===== config.mk =====
export PLATFORM = sky130hd
export DESIGN_NAME = udc_div_step
export DESIGN_NICKNAME = d
export VERILOG_FILES = /design/src/sv/udc_pkg.sv /design/src/sv/udc_div_step.sv
export SDC_FILE = /design/constraint.sdc
export NUM_CORES = 1
export LEC_CHECK = 0
export ABC_AREA = 1
export BUFFER_PORTS_ARGS = -buffer_cell sky130_fd_sc_hd__buf_4
export CAP_MARGIN = 10
export CORE_MARGIN = 4
export CORE_UTILIZATION = 35
export DETAILED_ROUTE_END_ITERATION = 7
export GPL_TIMING_DRIVEN = 0
export REMOVE_ABC_BUFFERS = 1
export SYNTH_ARGS = -nofsm -noshare
export SYNTH_HDL_FRONTEND = slang
export SYNTH_SLANG_ARGS = --single-unit

===== constraint.sdc =====
create_clock -name clock -period 16.6 [get_ports clock]
set_input_delay 3.32 -clock clock [delete_from_list [all_inputs] [get_ports clock]]
set_output_delay 3.32 -clock clock [all_outputs]
set_load 0.01 [all_outputs]

===== src/sv/udc_pkg.sv =====
// ----------------------------------------------------------------------------
// udc_pkg: shared types and constants of the baud divisor calculator
// Widths, status codes, register index and pipeline stage records.
// ----------------------------------------------------------------------------
package udc_pkg;

   localparam int CLOCK_BITS  = 27;
   localparam int BAUD_W      = 24;
   localparam int DEN_W       = BAUD_W + 4;          // baud times 16 at most
   localparam int REM100_W    = 7;                   // remainder in hundredths
   localparam int PROD_W      = DEN_W + REM100_W;    // remainder times 100
   localparam int MANT_W      = 12;
   localparam int FRAC_W      = 4;
   localparam int WORD_W      = MANT_W + FRAC_W;
   localparam int STATUS_W    = 2;
   localparam int X_W         = 12;                  // hundredths times steps plus half
   localparam int RECIP_W     = 6;
   localparam int RECIP_SHIFT = 12;
   localparam int XP_W        = X_W + 5;             // x times reciprocal
   localparam int QEST_W      = XP_W - RECIP_SHIFT;
   localparam int QPROD_W     = X_W;
   localparam int CSR_ADDR_W  = 3;
   localparam int CSR_DATA_W  = 32;
   localparam int CSR_IDX_W   = CSR_ADDR_W - 2;

   localparam logic [REM100_W-1:0] HUNDRED   = 7'd100;
   localparam logic [5:0]          HALF      = 6'd50;
   localparam logic [RECIP_W-1:0]  RECIP_100 = 6'd41;   // 41/4096, just above 1/100
   localparam logic [MANT_W-1:0]   MANT_MAX  = 12'hFFF;
   localparam logic [FRAC_W-1:0]   FRAC_MASK_BY8  = 4'h7;
   localparam logic [FRAC_W-1:0]   FRAC_MASK_BY16 = 4'hF;
   localparam logic [4:0]          STEPS_BY8  = 5'd8;
   localparam logic [4:0]          STEPS_BY16 = 5'd16;

   localparam logic [CSR_IDX_W-1:0] CSR_IDX_OVERSAMPLE = 1'b0;

   typedef enum logic [STATUS_W-1:0] {
      STATUS_OK        = 2'd0,
      STATUS_ZERO_BAUD = 2'd1,
      STATUS_SATURATED = 2'd2
   } status_type;

   // one word moving through the restoring divider
   typedef struct packed {
      logic                  valid;
      logic                  by8;
      logic                  zero;
      logic [DEN_W-1:0]      den;
      logic [DEN_W-1:0]      rem;
      logic [CLOCK_BITS-1:0] bits;
      logic [CLOCK_BITS-1:0] quot;
      logic [CLOCK_BITS-1:0] mant;
   } div_type;

   // one word in the rounding stage
   typedef struct packed {
      logic                  valid;
      logic                  by8;
      logic                  zero;
      logic [CLOCK_BITS-1:0] mant;
      logic [X_W-1:0]        x;
      logic [QEST_W-1:0]     qest;
   } round_type;

   typedef struct packed {
      logic              valid;
      logic [WORD_W-1:0] divisor_word;
      status_type        status;
   } rsp_type;

endpackage


===== src/sv/udc_div_step.sv =====
// ----------------------------------------------------------------------------
// udc_div_step: one restoring division stage
// Shift in one dividend bit, subtract the divisor where it fits, register.
// ----------------------------------------------------------------------------
module udc_div_step import udc_pkg::*; (
   input  logic    clock,
   input  logic    reset,
   input  logic    en,
   input  div_type stage_i,
   output div_type stage_o
);

   div_type           stage_ff;
   div_type           stage_in;
   logic [DEN_W:0]    trial;
   logic [DEN_W:0]    diff;
   logic              fits;

   always_comb begin
      trial    = {stage_i.rem, stage_i.bits[CLOCK_BITS-1]};
      diff     = trial - {1'b0, stage_i.den};
      fits     = (trial >= {1'b0, stage_i.den});
      stage_in = stage_i;
      stage_in.rem  = fits ? diff[DEN_W-1:0] : trial[DEN_W-1:0];
      stage_in.bits = {stage_i.bits[CLOCK_BITS-2:0], 1'b0};
      stage_in.quot = {stage_i.quot[CLOCK_BITS-2:0], fits};
   end

   always_ff @(posedge clock) begin
      if (reset) begin
         stage_ff.valid <= 1'b0;
      end else if (en) begin
         stage_ff <= stage_in;
      end
   end

   assign stage_o = stage_ff;

endmodule


After elaboration in Yosys (flattened, before gate mapping)
Cells that the tools add are included.
{"block": "word_totals", "elab_cells": 13, "reg_bits": 139}
{"block": "classes", "n_bitwise": 1, "reduce_logical": 1, "magnitude_cmp": 1, "addsub": 1, "n_mux": 1}
{"operator": ">= comparator 29 x 28 -> 1 bit", "count": 1}
{"operator": "two-way mux 28 bit", "count": 1}
{"operator": "subtractor 28 bit", "count": 1}
{"operator": "AND reduction 2 bit", "count": 1}
{"operator": "NOT 1 bit", "count": 1}

Longest topological paths before layout
{"block": "logic_depth", "word_depth": 2, "depth_mapped": 15}

Least setup slack after synthesis
No wires, ideal clock.
{"block": "synth_timing", "path_kind": "input to register", "startpoint": "input en", "endpoint": "register stage_ff, in the netlist stage_o[0] (enable)", "arrival_ns": 9.162, "required_ns": 15.959, "setup_time_ns": 0.641, "setup_slack_ns": 6.796, "path_stages": 2, "path_cell_list": "inv_1 > nor2_1"}
{"block": "synth_via", "elab_chain_len": 1}
{"element": "start: declaration", "line": "udc_div_step.sv:8", "text": "input logic en,"}
{"element": "AND reduction 2 bit (no source line)"}
{"element": "end signal: assignment", "line": "udc_div_step.sv:33", "text": "stage_ff <= stage_in;"}
{"element": "end: declaration", "line": "udc_div_step.sv:13", "text": "div_type stage_ff;"}
Every way passes these cells.
A chain may end at the register's enable or synchronous reset.

==> reports/results.txt <==
Starting DRT DRC Count = 257
# setup viols final = 0
Final HPWL DP = 17270 um
Worst Hold Class = reg2reg
WL/cell = 16.72 um
CP startpoint kind = input pin
clock latency at the later pin of the worst-skew pair = 0.42 ns
RSZ-0062 raised after global routing = no
drt pass-1 iters = 4
DR DRC count = 0
Reg2Reg Setup Slack = 16.02 ns
nets = 1170
post-synthesis area per instance = 9.876 um2
Post-Route Skew = 0 ns
most frequent cell after synthesis = nand2_1
DR WL met2 = 10920 um
Post-CTS Setup Bufs = 0
post-cts resize count = 0
P_leak = 4.814 nW
initial antenna violation count = 1
Fin Setup TNS = 0 ns
FF+latch count, synth = 139
n_diodes = 0
Worst-path clk slew = 0.06 ns
total gr overflow = 0
row count = 51
RePlAce Congestion = 0.8296
gr usage total = 18.98%
TritonCTS clock tree = done
CP Capture Type = flip-flop
hold endpoint = stage_o[139]
CP delay by family, top = compound AO/OA/AOI/OAI gates
Worst Path Max Fanout = 26
CORE AREA = 19460 um2
Fmax achieved = 198.4 MHz
part of the Yosys area used for sequential elements = 59.97%
Fin. Hold Viols = 0
fillers = 1862
WP data required = 16.88 ns
RR Endpoint = stage_o[139]
H-tree depth = 4
Worst path most repeated cell = nand2_1
number of synthesized flops with an enable pin = 138
clock sinks = 139
Vias = 5664
WP data arrival = 5.32 ns
FFs w/ async S/R, synth = 0%
fin crit share = 30.36%
Worst-Margin Slew = 0.9170 ns
Die Area = 22150 um2
CTS Hold Bufs = 0
Pwr Density = 97.72 nW/um2
slew margin rel. = 38.67%
Die Wd = 148.8 um
status = completed
Synth Flop Type = edfxtp_1
Die Ht = 148.8 um
CP max-delay cell = a41oi_4
cells along the critical path = buf_4 -> ha_1 -> a21oi_1 -> nand2_1 -> nand2_1 -> nand2_1 -> a41oi_4 -> nand3_1 -> nand2_1
Critical Path Max Stage Delay = 0.76 ns
Non-Filler Instances = 1276
YS warnings = 0
Hold Path Stages = 2
Synth Cell Area = 6943 um2
Crit Path Category = in2reg
Syn Inst Count = 703
dpl cells = 1244
Synth area leaders = edfxtp_1, nand2_1, inv_1
Largest register FFs = 139
ANT nets after route = 0
Top Ports = 283
Yosys cell types = 34
Max Cap Viol = 0
Post-Route WL = 21340 um
Syn-to-layout area delta = 43.12%
first-pass GRT wire length = 31840 um
R2R cell count = 2
fraction of layout cells with a size suffix above 1 = 34.03%
Vias/cell = 4.439
highest metal used = met5
origin of the critical flop-to-flop path = stage_o[139]
Final Max Slew Viols = 0
HP Start = stage_o[139]
PortBufs = 280
Peak VDD IR = 68.60 uV
pin count of the biggest net entering global routing = 32
root cell of the clock tree = clkbuf_16
top post-synthesis cells by count = nand2_1, edfxtp_1, inv_1
leading area contributor after synthesis = edfxtp_1
WP buf/inv = 1
routed wl met3 = 1986 um
initial cell density of the core = 35.67%
CTS Buffer Depth = 2
CTS Buf Count = 17
crit path time final = 5.040 ns
area share of the largest cell type after synthesis = 59.69%
metal1 wirelength = 8246 um
vias in the first global route = 5586
==> cell usage in the layout, fill, tap and decap left out, types with 3 or more instances in the layout <==
master	n
a21oi_1	13
buf_12	4
buf_4	280
clkbuf_16	17
clkinvlp_4	3
edfxtp_1	138
ha_1	28
inv_1	129
inv_2	4
inv_6	6
nand2_1	228
nand2_2	5
nand3_1	64
nand3_2	3
nand4_1	9
nor2_1	29
nor2_2	4
nor2_4	3
nor3_2	3
o21ai_1	3
xor2_1	13
==> cells by family after synthesis <==
kind of cell	synth area share, %
compound gates	2.018
xor+xnor	1.766
fa+ha+maj	5.334
buf+inv	8.488
flops	59.97
other cells	0.05401
simple gates	22.36
==> worst max-delay path by stage <==
stage	from	end	slack [ns]	cells after the start
final	stage_i[104]	stage_o[106]	11.56	9
after global routing	stage_i[133]	stage_o[101]	11.32	10
after CTS	stage_i[99]	stage_o[102]	11.56	10
after detailed placement	stage_i[99]	stage_o[102]	11.11	10
after global placement	en	stage_o[113]	4.04	3
after floorplan	en	stage_o[0]	6.80	2
==> final cells by class <==
type | count | area [um2] | area share [%]
clock buffer | 17 | 425.4 | 4.281
clock inverter | 15 | 130.1 | 1.309
inverter | 135 | 506.7 | 5.099
multi-input combinational | 421 | 2197 | 22.11
sequential | 139 | 4164 | 41.90
tap | 265 | 331.6 | 3.337
timing repair buffer | 284 | 2182 | 21.96
==> through the flow <==
step                worst slack, ns  hold slack [ns]  utilization (%)  cell area, um2  power [W]
global placement              4.041           0.4474            47.75            9294  0.0006212
finish                        11.56           0.4751            51.06            9937  0.0009710
floorplan                     6.796           0.4766                -            6860  0.0005282
CTS                           11.56           0.4786            51.06            9937  0.0009857
detailed placement            11.11           0.4692            48.20            9382  0.0006214
global route                  11.32           0.5349            51.06            9937   0.001021
==> worst reg2reg max path: stages (launching register included) <==
cell     delay (ns)
dfxtp_1        0.33
nand2_1        0.06
a21oi_1        0.13
==> metal layers <==
| layer | vias to the layer above | track usage [%] |
|---|---|---|
| li1 | 2868 | - |
| met5 | - | 0 |
| met2 | 189 | 34.58 |
| met3 | 18 | 6.806 |
| met1 | 2587 | 21.41 |
| met4 | 2 | 4.073 |
==> where the power goes <==
part	leakage, nW	switching (W)	internal [W]	total [W]
clock	0.266	0.000164	0.000196	0.000360
sequential	1.30	0.00000663	0.000418	0.000425
combinational	3.25	0.000102	0.0000841	0.000186
(Power assumes the default switching activity.)
