$ cat src/sv/udc_pkg.sv
// ----------------------------------------------------------------------------
// udc_pkg: shared types and constants of the baud divisor calculator
// Widths, status codes, register index and pipeline stage records.
// ----------------------------------------------------------------------------
package udc_pkg;

   localparam int CLOCK_BITS  = 27;
   localparam int BAUD_W      = 24;
   localparam int DEN_W       = BAUD_W + 4;          // baud times 16 at most
   localparam int REM100_W    = 7;                   // remainder in hundredths
   localparam int PROD_W      = DEN_W + REM100_W;    // remainder times 100
   localparam int MANT_W      = 12;
   localparam int FRAC_W      = 4;
   localparam int WORD_W      = MANT_W + FRAC_W;
   localparam int STATUS_W    = 2;
   localparam int X_W         = 12;                  // hundredths times steps plus half
   localparam int RECIP_W     = 6;
   localparam int RECIP_SHIFT = 12;
   localparam int XP_W        = X_W + 5;             // x times reciprocal
   localparam int QEST_W      = XP_W - RECIP_SHIFT;
   localparam int QPROD_W     = X_W;
   localparam int CSR_ADDR_W  = 3;
   localparam int CSR_DATA_W  = 32;
   localparam int CSR_IDX_W   = CSR_ADDR_W - 2;

   localparam logic [REM100_W-1:0] HUNDRED   = 7'd100;
   localparam logic [5:0]          HALF      = 6'd50;
   localparam logic [RECIP_W-1:0]  RECIP_100 = 6'd41;   // 41/4096, just above 1/100
   localparam logic [MANT_W-1:0]   MANT_MAX  = 12'hFFF;
   localparam logic [FRAC_W-1:0]   FRAC_MASK_BY8  = 4'h7;
   localparam logic [FRAC_W-1:0]   FRAC_MASK_BY16 = 4'hF;
   localparam logic [4:0]          STEPS_BY8  = 5'd8;
   localparam logic [4:0]          STEPS_BY16 = 5'd16;

   localparam logic [CSR_IDX_W-1:0] CSR_IDX_OVERSAMPLE = 1'b0;

   typedef enum logic [STATUS_W-1:0] {
      STATUS_OK        = 2'd0,
      STATUS_ZERO_BAUD = 2'd1,
      STATUS_SATURATED = 2'd2
   } status_type;

   // one word moving through the restoring divider
   typedef struct packed {
      logic                  valid;
      logic                  by8;
      logic                  zero;
      logic [DEN_W-1:0]      den;
      logic [DEN_W-1:0]      rem;
      logic [CLOCK_BITS-1:0] bits;
      logic [CLOCK_BITS-1:0] quot;
      logic [CLOCK_BITS-1:0] mant;
   } div_type;

   // one word in the rounding stage
   typedef struct packed {
      logic                  valid;
      logic                  by8;
      logic                  zero;
      logic [CLOCK_BITS-1:0] mant;
      logic [X_W-1:0]        x;
      logic [QEST_W-1:0]     qest;
   } round_type;

   typedef struct packed {
      logic              valid;
      logic [WORD_W-1:0] divisor_word;
      status_type        status;
   } rsp_type;

endpackage

$ cat src/sv/udc_scale.sv
// ----------------------------------------------------------------------------
// udc_scale: turn the integer remainder into a hundredths division
// Latch the mantissa, scale the remainder by 100 and reload the divider.
// ----------------------------------------------------------------------------
module udc_scale import udc_pkg::*; (
   input  logic    clock,
   input  logic    reset,
   input  logic    en,
   input  div_type stage_i,
   output div_type stage_o
);

   div_type            stage_ff;
   div_type            stage_in;
   logic [PROD_W-1:0]  prod;

   always_comb begin
      prod     = {{REM100_W{1'b0}}, stage_i.rem} * PROD_W'(HUNDRED);
      stage_in = stage_i;
      stage_in.mant = stage_i.quot;
      // top part is already below the divisor, the low seven bits shift in
      stage_in.rem  = prod[PROD_W-1:REM100_W];
      stage_in.bits = {prod[REM100_W-1:0], {(CLOCK_BITS-REM100_W){1'b0}}};
      stage_in.quot = '0;
   end

   always_ff @(posedge clock) begin
      if (reset) begin
         stage_ff.valid <= 1'b0;
      end else if (en) begin
         stage_ff <= stage_in;
      end
   end

   assign stage_o = stage_ff;

endmodule

$ cat config.mk
export PLATFORM = sky130hd
export DESIGN_NAME = udc_scale
export DESIGN_NICKNAME = d
export VERILOG_FILES = /design/src/sv/udc_pkg.sv /design/src/sv/udc_scale.sv
export SDC_FILE = /design/constraint.sdc
export NUM_CORES = 1
export LEC_CHECK = 0
export ABC_AREA = 1
export ABC_CLOCK_PERIOD_IN_PS = 8730
export BUFFER_PORTS_ARGS = -buffer_cell sky130_fd_sc_hd__buf_2
export CELL_PAD_IN_SITES_DETAIL_PLACEMENT = 0
export CELL_PAD_IN_SITES_GLOBAL_PLACEMENT = 1
export CORE_MARGIN = 2
export CORE_UTILIZATION = 25
export CTS_CLUSTER_DIAMETER = 60
export CTS_CLUSTER_SIZE = 10
export DETAILED_ROUTE_END_ITERATION = 10
export PLACE_DENSITY_LB_ADDON = 0.1
export SLEW_MARGIN = 5
export SYNTH_ARGS = -nofsm -noshare
export SYNTH_HDL_FRONTEND = slang
export SYNTH_SLANG_ARGS = --single-unit
$ cat constraint.sdc
create_clock -name clock -period 8.73 [get_ports clock]
set_input_delay 1.746 -clock clock [delete_from_list [all_inputs] [get_ports clock]]
set_output_delay 1.746 -clock clock [all_outputs]
set_load 0.02 [all_outputs]
Word-level counts from Yosys, hierarchy flattened
Cells that the tools add are included.
W data, S select, Z words.
{"block": "totals", "memories": 0, "reg_bits": 91, "mem_bits_ro": 0, "ramBits": 0, "latchBits": 0}
{"block": "classes", "muxes": 0, "eq_ne": 0, "shift": 0, "n_reduce_logical": 1, "n_lt_le_gt_ge": 0, "multipliers": 1, "div": 0, "n_addsub": 0, "bitwise": 1}
{"operator": "$mul A28 B5 Y33 const B", "n": 1}
{"operator": "$reduce_and A2 Y1", "n": 1}
{"operator": "$not A1 Y1", "n": 1}

Logic depth before layout (Yosys ltp)
{"block": "depth", "ltp_word": 2, "mapped_depth": 16, "mapped_depth_nobuf": 16}

Least setup slack after synthesis
OpenSTA, ideal clock, no wires.
{"block": "synth_timing", "path_type": "in2reg", "from": "input en", "to": "register stage_ff (netlist bit stage_o[0]) (enable)", "arrival_time_ns": 5.578, "required_time_ns": 8.188, "n_path_buf": 0, "setup_slack_ns": 2.610, "setup_time_ns": 0.542, "stages": 2, "cell_sequence": "inv_1 nor2_1"}
{"block": "synth_between", "elab_chain_len": 1}
{"element": "from (decl)", "line_no": "udc_scale.sv:8", "text": "input logic en,"}
{"element": "$reduce_and A2 Y1 (no source line)"}
{"element": "to (signal assigned)", "line_no": "udc_scale.sv:31", "text": "stage_ff <= stage_in;"}
{"element": "to (decl)", "line_no": "udc_scale.sv:13", "text": "div_type stage_ff;"}
No other way between the ends.
A chain may end at the register's enable or synchronous reset.

Worst setup path after layout
{"block": "layout_timing", "from": "input stage_i[102] (netlist bit)", "to": "register stage_ff (netlist bit stage_o[102]) (data pin)"}
{"block": "layout_between", "elab_chain_len": 1}
{"element": "from (decl)", "line_no": "udc_scale.sv:9", "text": "input div_type stage_i,"}
{"element": "$mul A28 B5 Y33", "line_no": "udc_scale.sv:18", "text": "prod = {{REM100_W{1'b0}}, stage_i.rem} * PROD_W'(HUNDRED);"}
{"element": "via prod[28]", "line_no": "udc_scale.sv:15", "text": "logic [PROD_W-1:0] prod;"}
The timed path passes the listed nets, and every way through them passes these cells.

==> impl_metrics.toml <==
[clocking]
clk_pin_slew_worst_paths_ns = 0.07
hold_buffers = 0
clock_sinks = 91
postCtsSetupBuffers = 0
post_cts_resized = 0
clockRootBuffer = "clkbuf_16"
cts_tree = "yes"
cts_buffer_depth = 2
clock_latency_ns = 0.33
cts_inserted_buffers = 9
cts.htree.levels = 3

[die]
start_util = 0.255
fp.dieW_um = 170
core-area_um2 = 27000
die_area_um2 = 28900
ioPinCount = 283
rows = 60
die_y_um = 170

[cells_and_area]
fin_nets = 1215
nFillCells = 2977
largest_register_ff_count = 91
synthToLayoutAreaGrowth_pct = 21.5
drive_gt1_frac = 0.238
utilization = 0.310
antenna-diode-count = 0

[sta]
setup_tns_ns = 0
fin_skew_ns = 0
fin_crit_ns = 4.28
post-route-period-util = 0.490
fmax_ghz = 0.234
worstMarginPinSlew_ns = 0.588
setup_viol = 0
hold_viol_final = 0
maxSlewHeadroom = 0.608
maxSlewViolCount = 0
rsz0062_at_grt = "no"

[setup_path]
required_ns = 8.80
critPathKind = "in -> reg"
critPathMaxFanout = 5
endpoint_kind = "flip-flop"
startpoint_type = "input port"
critPathArrivalTime_ns = 4.35

[routing]
vias = 5060
drt_iter0_drc = 159
wl_um = 16600
drt_pass1_iterations = 4
drc = 0
antenna_left = 0
viasPerCell = 3.87
wire_per_inst_um = 12.7

[grt]
grt-ovfl-total = 0
grt_pass1_wl_um = 26100
grt_max_degree = 48
grt_use_total = 0.115
antenna_found_initial = 0
grt_pass1_vias = 5035

[logic_synthesis]
ys_types = 23
synth.yosys.seq_area_share = 0.395
syn_inst = 770
yosysWarnings = 0
ys_seq_elements = 91
mappedNetlistArea_um2 = 6900
syn-mean-instance-area_um2 = 8.96

[placement]
place_congestion = 0.737
place.port_buffers = 179
dpl.hpwl_um = 14600

[power]
ir_drop_mv = 0.0844
p_leak_nw = 4.58
powerDensity_nw_per_um2 = 206

[outcome]
status = "finished, final reports clean"

[run]
cap_violations = 0

[min_path]
hold_path.class = "reg -> reg"
per-layer routing:
| metal | vias up | part of all wire | GRT usage |
|---|---|---|---|
| met1 | 2233 | 0.49 | 0.156 |
| met3 | 5 | 0.061 | 0.0174 |
| met5 | - | 0 | 0 |
| met2 | 176 | 0.44 | 0.194 |
| li1 | 2646 | - | - |
| met4 | 0 | 0.0078 | 0.0245 |
cell families (layout without fill, tap and decap cells):
logic type                 after synthesis  count (layout)  synth area share
adders and majority gates              111             111             0.226
other                                    1              49          0.000544
AOI/OAI and AO/OA                       20              20            0.0152
DFF                                     91              91             0.395
and+or+nand+nor                        284             284             0.182
buffers and inverters                  247             395             0.161
xor gates and xnor gates                16              16            0.0203
through the flow:
stage / area [um2] / worst slack, ns / power, mW / instances / hold slack [ns]
after floorplan: 7080 / 2.61 / 1.11 / 818 / 0.530
after global placement: 8050 / 4.09 / 1.34 / 1291 / 0.447
after detailed placement: 8050 / 4.10 / 1.33 / 1291 / 0.469
after CTS: 8380 / 4.45 / 1.76 / 1307 / 0.479
after global routing: 8380 / 4.16 / 1.87 / 1307 / 0.521
final: 8380 / 4.45 / 1.72 / 1307 / 0.479
report_power, final:
part,switching (mW),total [mW],leakage [nW],internal (mW)
Sequential,0.0105,0.568,0.851,0.557
Combinational,0.494,0.735,3.57,0.241
Clock,0.166,0.421,0.155,0.255
worst paths after layout:
path | to | from | depth (start not counted) | slack [ns]
setup / recovery | stage_o[102]$_DFFE_PP_ | stage_i[102] | 14 | 4.45
hold / removal | stage_o[139]$_SDFFE_PP0P_ | stage_o[139]$_SDFFE_PP0P_ | 2 | 0.48
setup reg to reg | stage_o[139]$_SDFFE_PP0P_ | stage_o[139]$_SDFFE_PP0P_ | 2 | 8.15
hold reg to reg | stage_o[139]$_SDFFE_PP0P_ | stage_o[139]$_SDFFE_PP0P_ | 2 | 0.48
layout make-up:
class                           instances  area [um2]  area share
Clock inverter                          6        96.3      0.0115
Timing Repair Buffer                  181         911       0.109
Sequential cell                        91        2720       0.325
Multi-Input combinational cell        480        3250       0.388
Inverter                              198         743      0.0887
Clock buffer                           10         229      0.0273
Tap cell                              341         427      0.0509
placed cells by master (no fill, tap or decap):
cell type / Yosys / layout
a21oi_1: 18 / 18
inv_1: 198 / 198
edfxtp_1: 90 / 90
nand3_2: 6 / 6
nor2_2: 11 / 11
clkbuf_16: 0 / 9
buf_2: 0 / 179
nand3_1: 26 / 26
clkbuf_1: 0 / 1
clkinv_4: 0 / 1
clkinvlp_4: 0 / 1
dfxtp_1: 1 / 1
inv_8: 0 / 1
ha_1: 88 / 88
nand4_1: 4 / 4
inv_6: 0 / 1
nor3_2: 1 / 1
nand2_2: 12 / 12
xnor2_1: 1 / 1
nand2_1: 192 / 192
bufinv_16: 0 / 2
nand3b_4: 2 / 2
xor2_1: 15 / 15
o21bai_1: 1 / 1
conb_1: 1 / 49
a21o_1: 1 / 1
buf_4: 49 / 2
fa_1: 23 / 23
nor2_1: 28 / 27
and2_1: 1 / 1
nor2_4: 1 / 2
synth_stat cells (all sizes together):
cell type	n	share of area
fa	23	0.067
conb	1	0.00054
buf	49	0.053
o21bai	1	0.0011
nand3b	2	0.0058
nand4	4	0.0036
edfxtp	90	0.39
nand3	32	0.028
xnor2	1	0.0013
xor2	15	0.019
a21oi	18	0.013
ha	88	0.16
dfxtp	1	0.0029
a21o	1	0.0011
nand2	204	0.12
nor2	40	0.027
inv	198	0.11
nor3	1	0.0015
and2	1	0.00091
critical path, cell delays in order:
cell and delay [ns]:
buf_2 0.12, ha_1 0.29, ha_1 0.28, inv_1 0.05, fa_1 0.49, inv_1 0.04, ha_1 0.42, nand2_1 0.13
nor2_1 0.25, nand2_1 0.12, nor2_1 0.12, nand2_1 0.08, nand4_1 0.09, nand2_1 0.09
(Power assumes the default switching activity.)
