--- src/sv/udc_pkg.sv ---
// ----------------------------------------------------------------------------
// udc_pkg: shared types and constants of the baud divisor calculator
// Widths, status codes, register index and pipeline stage records.
// ----------------------------------------------------------------------------
package udc_pkg;

   localparam int CLOCK_BITS  = 27;
   localparam int BAUD_W      = 24;
   localparam int DEN_W       = BAUD_W + 4;          // baud times 16 at most
   localparam int REM100_W    = 7;                   // remainder in hundredths
   localparam int PROD_W      = DEN_W + REM100_W;    // remainder times 100
   localparam int MANT_W      = 12;
   localparam int FRAC_W      = 4;
   localparam int WORD_W      = MANT_W + FRAC_W;
   localparam int STATUS_W    = 2;
   localparam int X_W         = 12;                  // hundredths times steps plus half
   localparam int RECIP_W     = 6;
   localparam int RECIP_SHIFT = 12;
   localparam int XP_W        = X_W + 5;             // x times reciprocal
   localparam int QEST_W      = XP_W - RECIP_SHIFT;
   localparam int QPROD_W     = X_W;
   localparam int CSR_ADDR_W  = 3;
   localparam int CSR_DATA_W  = 32;
   localparam int CSR_IDX_W   = CSR_ADDR_W - 2;

   localparam logic [REM100_W-1:0] HUNDRED   = 7'd100;
   localparam logic [5:0]          HALF      = 6'd50;
   localparam logic [RECIP_W-1:0]  RECIP_100 = 6'd41;   // 41/4096, just above 1/100
   localparam logic [MANT_W-1:0]   MANT_MAX  = 12'hFFF;
   localparam logic [FRAC_W-1:0]   FRAC_MASK_BY8  = 4'h7;
   localparam logic [FRAC_W-1:0]   FRAC_MASK_BY16 = 4'hF;
   localparam logic [4:0]          STEPS_BY8  = 5'd8;
   localparam logic [4:0]          STEPS_BY16 = 5'd16;

   localparam logic [CSR_IDX_W-1:0] CSR_IDX_OVERSAMPLE = 1'b0;

   typedef enum logic [STATUS_W-1:0] {
      STATUS_OK        = 2'd0,
      STATUS_ZERO_BAUD = 2'd1,
      STATUS_SATURATED = 2'd2
   } status_type;

   // one word moving through the restoring divider
   typedef struct packed {
      logic                  valid;
      logic                  by8;
      logic                  zero;
      logic [DEN_W-1:0]      den;
      logic [DEN_W-1:0]      rem;
      logic [CLOCK_BITS-1:0] bits;
      logic [CLOCK_BITS-1:0] quot;
      logic [CLOCK_BITS-1:0] mant;
   } div_type;

   // one word in the rounding stage
   typedef struct packed {
      logic                  valid;
      logic                  by8;
      logic                  zero;
      logic [CLOCK_BITS-1:0] mant;
      logic [X_W-1:0]        x;
      logic [QEST_W-1:0]     qest;
   } round_type;

   typedef struct packed {
      logic              valid;
      logic [WORD_W-1:0] divisor_word;
      status_type        status;
   } rsp_type;

endpackage

--- src/sv/udc_round.sv ---
// ----------------------------------------------------------------------------
// udc_round: round the fraction, carry, saturate and pack the divisor word
// Two stages: reciprocal estimate of the fraction, then correction and pack.
// ----------------------------------------------------------------------------
module udc_round import udc_pkg::*; (
   input  logic    clock,
   input  logic    reset,
   input  logic    en,
   input  div_type stage_i,
   output rsp_type rsp_o
);

   round_type             rnd_ff;
   round_type             rnd_in;
   rsp_type               rsp_ff;
   rsp_type               rsp_in;
   logic [REM100_W-1:0]   rem100;
   logic [XP_W-1:0]       xprod;
   logic [QPROD_W-1:0]    qprod;
   logic [QEST_W-1:0]     q;
   logic [4:0]            steps;
   logic                  full;
   logic [FRAC_W-1:0]     frac;
   logic [CLOCK_BITS:0]   mant_c;
   logic                  sat;

   // estimate (hundredths * steps + 50) / 100, never low, at most one high
   always_comb begin
      rem100 = stage_i.quot[REM100_W-1:0];
      rnd_in.valid = stage_i.valid;
      rnd_in.by8   = stage_i.by8;
      rnd_in.zero  = stage_i.zero;
      rnd_in.mant  = stage_i.mant;
      if (stage_i.by8) begin
         rnd_in.x = (X_W'(rem100) << 3) + X_W'(HALF);
      end else begin
         rnd_in.x = (X_W'(rem100) << 4) + X_W'(HALF);
      end
      xprod       = XP_W'(rnd_in.x) * XP_W'(RECIP_100);
      rnd_in.qest = xprod[XP_W-1:RECIP_SHIFT];
   end

   always_comb begin
      qprod  = QPROD_W'(rnd_ff.qest) * QPROD_W'(HUNDRED);
      q      = (qprod > rnd_ff.x) ? rnd_ff.qest - QEST_W'(1) : rnd_ff.qest;
      steps  = rnd_ff.by8 ? STEPS_BY8 : STEPS_BY16;
      full   = (5'(q) >= steps);
      frac   = full ? '0 : q[FRAC_W-1:0];
      mant_c = {1'b0, rnd_ff.mant} + (CLOCK_BITS+1)'(full);
      sat    = (mant_c > (CLOCK_BITS+1)'(MANT_MAX));
      rsp_in.valid = rnd_ff.valid;
      if (rnd_ff.zero) begin
         rsp_in.divisor_word = '0;
         rsp_in.status       = STATUS_ZERO_BAUD;
      end else if (sat) begin
         rsp_in.divisor_word = {MANT_MAX, rnd_ff.by8 ? FRAC_MASK_BY8 : FRAC_MASK_BY16};
         rsp_in.status       = STATUS_SATURATED;
      end else begin
         rsp_in.divisor_word = {mant_c[MANT_W-1:0], frac};
         rsp_in.status       = STATUS_OK;
      end
   end

   always_ff @(posedge clock) begin
      if (reset) begin
         rnd_ff.valid <= 1'b0;
         rsp_ff.valid <= 1'b0;
      end else if (en) begin
         rnd_ff <= rnd_in;
         rsp_ff <= rsp_in;
      end
   end

   assign rsp_o = rsp_ff;

endmodule

--- config.mk ---
export PLATFORM = sky130hd
export DESIGN_NAME = udc_round
export DESIGN_NICKNAME = d
export VERILOG_FILES = /design/src/sv/udc_pkg.sv /design/src/sv/udc_round.sv
export SDC_FILE = /design/constraint.sdc
export NUM_CORES = 1
export LEC_CHECK = 0
export ABC_AREA = 1
export BUFFER_PORTS_ARGS = -buffer_cell sky130_fd_sc_hd__buf_2
export CAP_MARGIN = 25
export CORE_AREA = 2 2 88 175
export CTS_CLUSTER_DIAMETER = 120
export DETAILED_ROUTE_END_ITERATION = 10
export DIE_AREA = 0 0 90 177
export HOLD_SLACK_MARGIN = 0.1
export PLACE_DENSITY = 0.68
export SLEW_MARGIN = 20
export SYNTH_ARGS = -nofsm -noshare
export SYNTH_HDL_FRONTEND = slang
export SYNTH_SLANG_ARGS = --single-unit
--- constraint.sdc ---
create_clock -name clock -period 5.3 [get_ports clock]
set_input_delay 1.06 -clock clock [delete_from_list [all_inputs] [get_ports clock]]
set_output_delay 1.06 -clock clock [all_outputs]
set_load 0.1 [all_outputs]
* Yosys cells after proc, flatten, opt, wreduce, memory -nomap -nowiden *
Cells that the tools add are included.
W data, S select, Z words.

cells by class
  multipliers = 2
  mux-type cells = 6
  bitwise gates (word level) = 1
  add/sub/neg operators = 4
  magnitude comparators = 3
  reduce and logical (&&, ||, !) cells = 1

operator list
  operator                 count
  $add A27 B1 Y28          1
  $gt A28 B12 Y1 const B   1
  $mux W18                 1
  $mul A12 B6 Y17 const B  1
  $add A11 B6 Y12 const B  1
  $gt A12 B12 Y1           1
  $mux W12                 1
  $add A10 B6 Y11 const B  1
  $mul A5 B5 Y10 const B   1
  $mux W5                  2
  $mux W4                  2
  $ge A5 B5 Y1             1
  $sub A5 B1 Y5 const B    1
  $reduce_and A2 Y1        1
  $not A1 Y1               1

word-level totals
  flip-flop bits (word level) = 66
  output and inout bits = 19

* Longest topological paths before layout *
  depth in word-level cells = 7
  depth in mapped cells = 39
  gate-level depth less buffers = 38

* Least setup slack after synthesis *
Ideal clock, no wire load.

  path type = reg-to-reg
  from = reg rnd_ff[3] (netlist bit)
  to = reg rsp_ff, in the netlist rsp_o[12], data pin
  cell stages (with the launch flop) = 38
  arrival time = 5.075 ns
  path slack = -0.042 ns
  buffers on the path = 1
  path through = edfxtp_1 > inv_1 > ha_1 > inv_1 > ha_1 > ha_1 > ha_1 > nand2_1 > nand2_1 > a21oi_1 > xor2_1 > ha_1 > a21o_1 > nor2_1 > nand3_1 > nand2_1 > xor2_1 > inv_1 > [2 not listed] > nor2_1 > nand2_1 > nand2_1 > ha_1 > inv_1 > nor2_2 > nand2_2 > nor2_8 > nand3_1 > nand2_1 > inv_1 > nor2_1 > nand2_1 > nor2_2 > nand2_2 > nand2_4 > buf_12 > o21ai_2

between the ends
  longest elaborated chain between the ends = 7
  elaborated cells between the ends (all ways) = 8

ends and longest elaborated chain
  what                      line             RTL
  start: declaration        udc_round.sv:13  round_type rnd_ff;
  start signal: assignment  udc_round.sv:69  rnd_ff <= rnd_in;
  $mul A5 B5 Y10            udc_round.sv:44  qprod = QPROD_W'(rnd_ff.qest) * QPROD_W'(HUNDRED);
  $gt A12 B12 Y1            udc_round.sv:45  q = (qprod > rnd_ff.x) ? rnd_ff.qest - QEST_W'(1) : rnd_ff.qest;
  $mux W5 *                 udc_round.sv:45
  $ge A5 B5 Y1 *            udc_round.sv:47  full = (5'(q) >= steps);
  $add A27 B1 Y28 *         udc_round.sv:49  mant_c = {1'b0, rnd_ff.mant} + (CLOCK_BITS+1)'(full);
  $gt A28 B12 Y1            udc_round.sv:50  sat = (mant_c > (CLOCK_BITS+1)'(MANT_MAX));
  $mux W18 *                udc_round.sv:55  end else if (sat) begin
  end signal: assignment    udc_round.sv:70  rsp_ff <= rsp_in;
  end: declaration          udc_round.sv:15  rsp_type rsp_ff;

Every way passes the cells marked *; elsewhere a longest branch is shown, timed or not.
A chain may end at the register's enable or synchronous reset.

* Worst setup path in the final report *
  from = reg rnd_ff[2] (netlist bit)
  to = reg rsp_ff, in the netlist rsp_o[9], data pin

Same word-level chain as after synthesis.

==> impl_results.md <==
* RePlAce Congestion at 0.898
* EDFF count, synth at 61
* Failing checks: negative setup slack
* WL/cell at 12.7 um
* Count of input and output buffers at 58
* Slew @ Worst Pin at 0.593 ns
* Initial antenna violation count at 1
* Non-filler cells, final at 889
* Buffers and inverters on the worst path at 4
* Top_reg_cell synth: edfxtp_1
* Remaining antenna violation count at 0
* Flop-to-flop setup slack at -0.04 ns
* Worst hold slack at 0.464 ns
* Max Clock Freq at 187 MHz
* Synthesized cell area at 0.00501 mm2
* Syn avg cell area at 8.91 um2
* Critical path required time at 5.36 ns
* Vias at 4143
* Clock Latency Late Sink at 0.34 ns
* CP endpoint kind: flop
* Commonest non-fill, non-tap cell in the layout: nand2_1
* Hpwl dp at 8300 um
* Grt ovf at 0
* Post-CTS Hold Fix Bufs at 0
* Overall power at 2.58 mW
* #FFs+latches synth at 63
* Synth warn at 0
* Fin crit share at 1.01
* Die Footprint at 0.0159 mm2
* Pin count of the biggest net entering global routing at 41
* Fin crit period at 5.34 ns
* DRT Wirelength at 11300 um
* Placed inst area at 0.00584 mm2
* Number of library cell types mapped by synthesis at 32
* Max Fanout on Critical Path at 8
* Post-DR vias/cell at 4.66
* CTS H-tree lvls at 3
* Max Cap Violations at 0
* Final Util at 0.459
* Clock Sinks at 63
* Final Max Tran Viols at 0
* Site row count at 63
* Commonest non-fill, non-tap cells in the layout: nand2_1 (115), inv_1 (64), edfxtp_1 (61)
* Number of diodes at 0
* Seq/Total Area, Yosys at 0.373
* Initial Util at 0.342
* CTS tree: yes
* Clock Tree Root: clkbuf_16
* Layout area overhead at 34.1%
* Max stage delay on crit path at 0.46 ns
* Hold Fails Final Rpt at 0
* Delay-heaviest family, CP: simple AND/OR/NAND/NOR gates
* Crit path DAT at 5.41 ns
* LEAKAGE at 3.04 nW
* DRT Pass-1 Iters at 4
* RSZ-0062 raised after global routing: true
* Placed Cells at 854
* # setup viols final at 15
* IR drop worst, VDD at 0.186 mV
* Cell Pwr Density at 384 mW/mm2
* Initial detailed-routing violation count at 194
* Core Area at 0.0147 mm2
* Num CTS Buffers at 9
* Mapped Cells at 563
* CTS Buffer Depth at 2
* Async S/R FF share, synth at 0
* Die height at 177 um
* Syn nets at 779
* First-pass GRT wire length at 18100 um
* Post-route DRC violation count at 0
* Reg clk slew, reported paths at 0.05 ns
* Clk_skew at 0.00614 ns
* Outcome: complete, but fails checks
* Die width at 90 um
* Nets@finish at 905
* Slowest stage cell, crit path: edfxtp_1
* Critical path type: reg -> reg
* Boundary Pins at 162
* Vias in the first global route at 4041
* Hold WC Path Type: reg -> reg
* GRT Total Usage at 0.141
* Final Cell Area at 0.00672 mm2
* Layout cell share with drive strength beyond 1 at 0.359
* Slew headroom at 0.601
* Worst Setup Start Kind: flop
* Setup WS post-layout at -0.0422 ns
==> per-stage QoR <==
step | setup TNS, ns | setup WS [ns]
global placement | -4.17 | -0.300
finish | -0.294 | -0.0422
global route | -5.87 | -0.364
CTS | 0 | 0.00872
floorplan | 0 | 0.0285
detailed placement | -5.78 | -0.399
==> final cells by class <==
type                    count  area, um2
clock inverters             5       80.1
multi-input cells         425       3230
inverters                  73        277
repair buffers            117        768
flip-flops and latches     63       1870
well taps                 195        244
fillers                  1401       7940
clock buffers              11        253
==> routing by layer <==
layer	part of all wire	global-route usage	wire [um]
met5	0.0012	0	13
met4	0.032	0.0596	361
met3	0.043	0.0362	484
met2	0.51	0.247	5780
met1	0.41	0.162	4660
==> timing repair <==
item                       in CTS  in global routing
cloned                          1                  0
setup buffers                  10                  7
pin swaps                      28                 28
setup endpoints to repair      17                 17
gates resized for setup        40                 41
==> worst paths after layout <==
path | cells past startpoint | endpoint | startpoint
worst min-delay path | 2 | rnd_ff[46]$_SDFFE_PP0P_ | rnd_ff[46]$_SDFFE_PP0P_
worst max register to register | 35 | rsp_o[9]$_SDFFCE_PP0P_ | rnd_ff[2]$_DFFE_PP_
worst max-delay path | 35 | rsp_o[9]$_SDFFCE_PP0P_ | rnd_ff[2]$_DFFE_PP_
worst min register to register | 2 | rnd_ff[46]$_SDFFE_PP0P_ | rnd_ff[46]$_SDFFE_PP0P_
==> report_power, final <==
part           internal (mW)  leakage (nW)  switching (mW)
sequential             0.603         0.581          0.0366
clock                  0.436         0.158           0.209
combinational          0.590          2.30           0.710
total                   1.63          3.04           0.956
==> cells in the mapped netlist, types with 3 or more instances <==
cell,number,area (um2)
ha_1,68,851
nand3b_1,4,30.0
nand2_2,20,125
a21o_1,3,22.5
nor3_1,7,35.0
nand2_1,124,465
nand3_1,23,115
nor2_4,8,90.1
xor2_1,24,210
nand4_1,8,50.1
nand2_4,3,33.8
edfxtp_1,61,1830
nor2_2,11,68.8
o21ai_0,18,90.1
o21ai_2,6,52.6
xnor2_1,11,96.3
nor2_1,46,173
fa_1,5,100
inv_1,71,267
a21oi_1,22,110
==> cells by family after synthesis <==
| family | Yosys count | share of synthesized area |
|---|---|---|
| mux | 1 | 0.00200 |
| simple gates | 261 | 0.252 |
| flops | 63 | 0.373 |
| xor+xnor | 35 | 0.0611 |
| buf+inv | 76 | 0.0601 |
| fa+ha+maj | 73 | 0.190 |
| compound gates | 54 | 0.0614 |
==> tightest hold or removal path, cell delays in order, from the launching register on <==
cell and delay [ns]:
dfxtp_1 0.31, nand2_1 0.06, a21oi_1 0.05
==> state kept, by name (all words and copies together) (netlist names) <==
name,cells
rsp_o,19
rnd_ff,44
No activity file was read; power rests on OpenSTA's default activity.
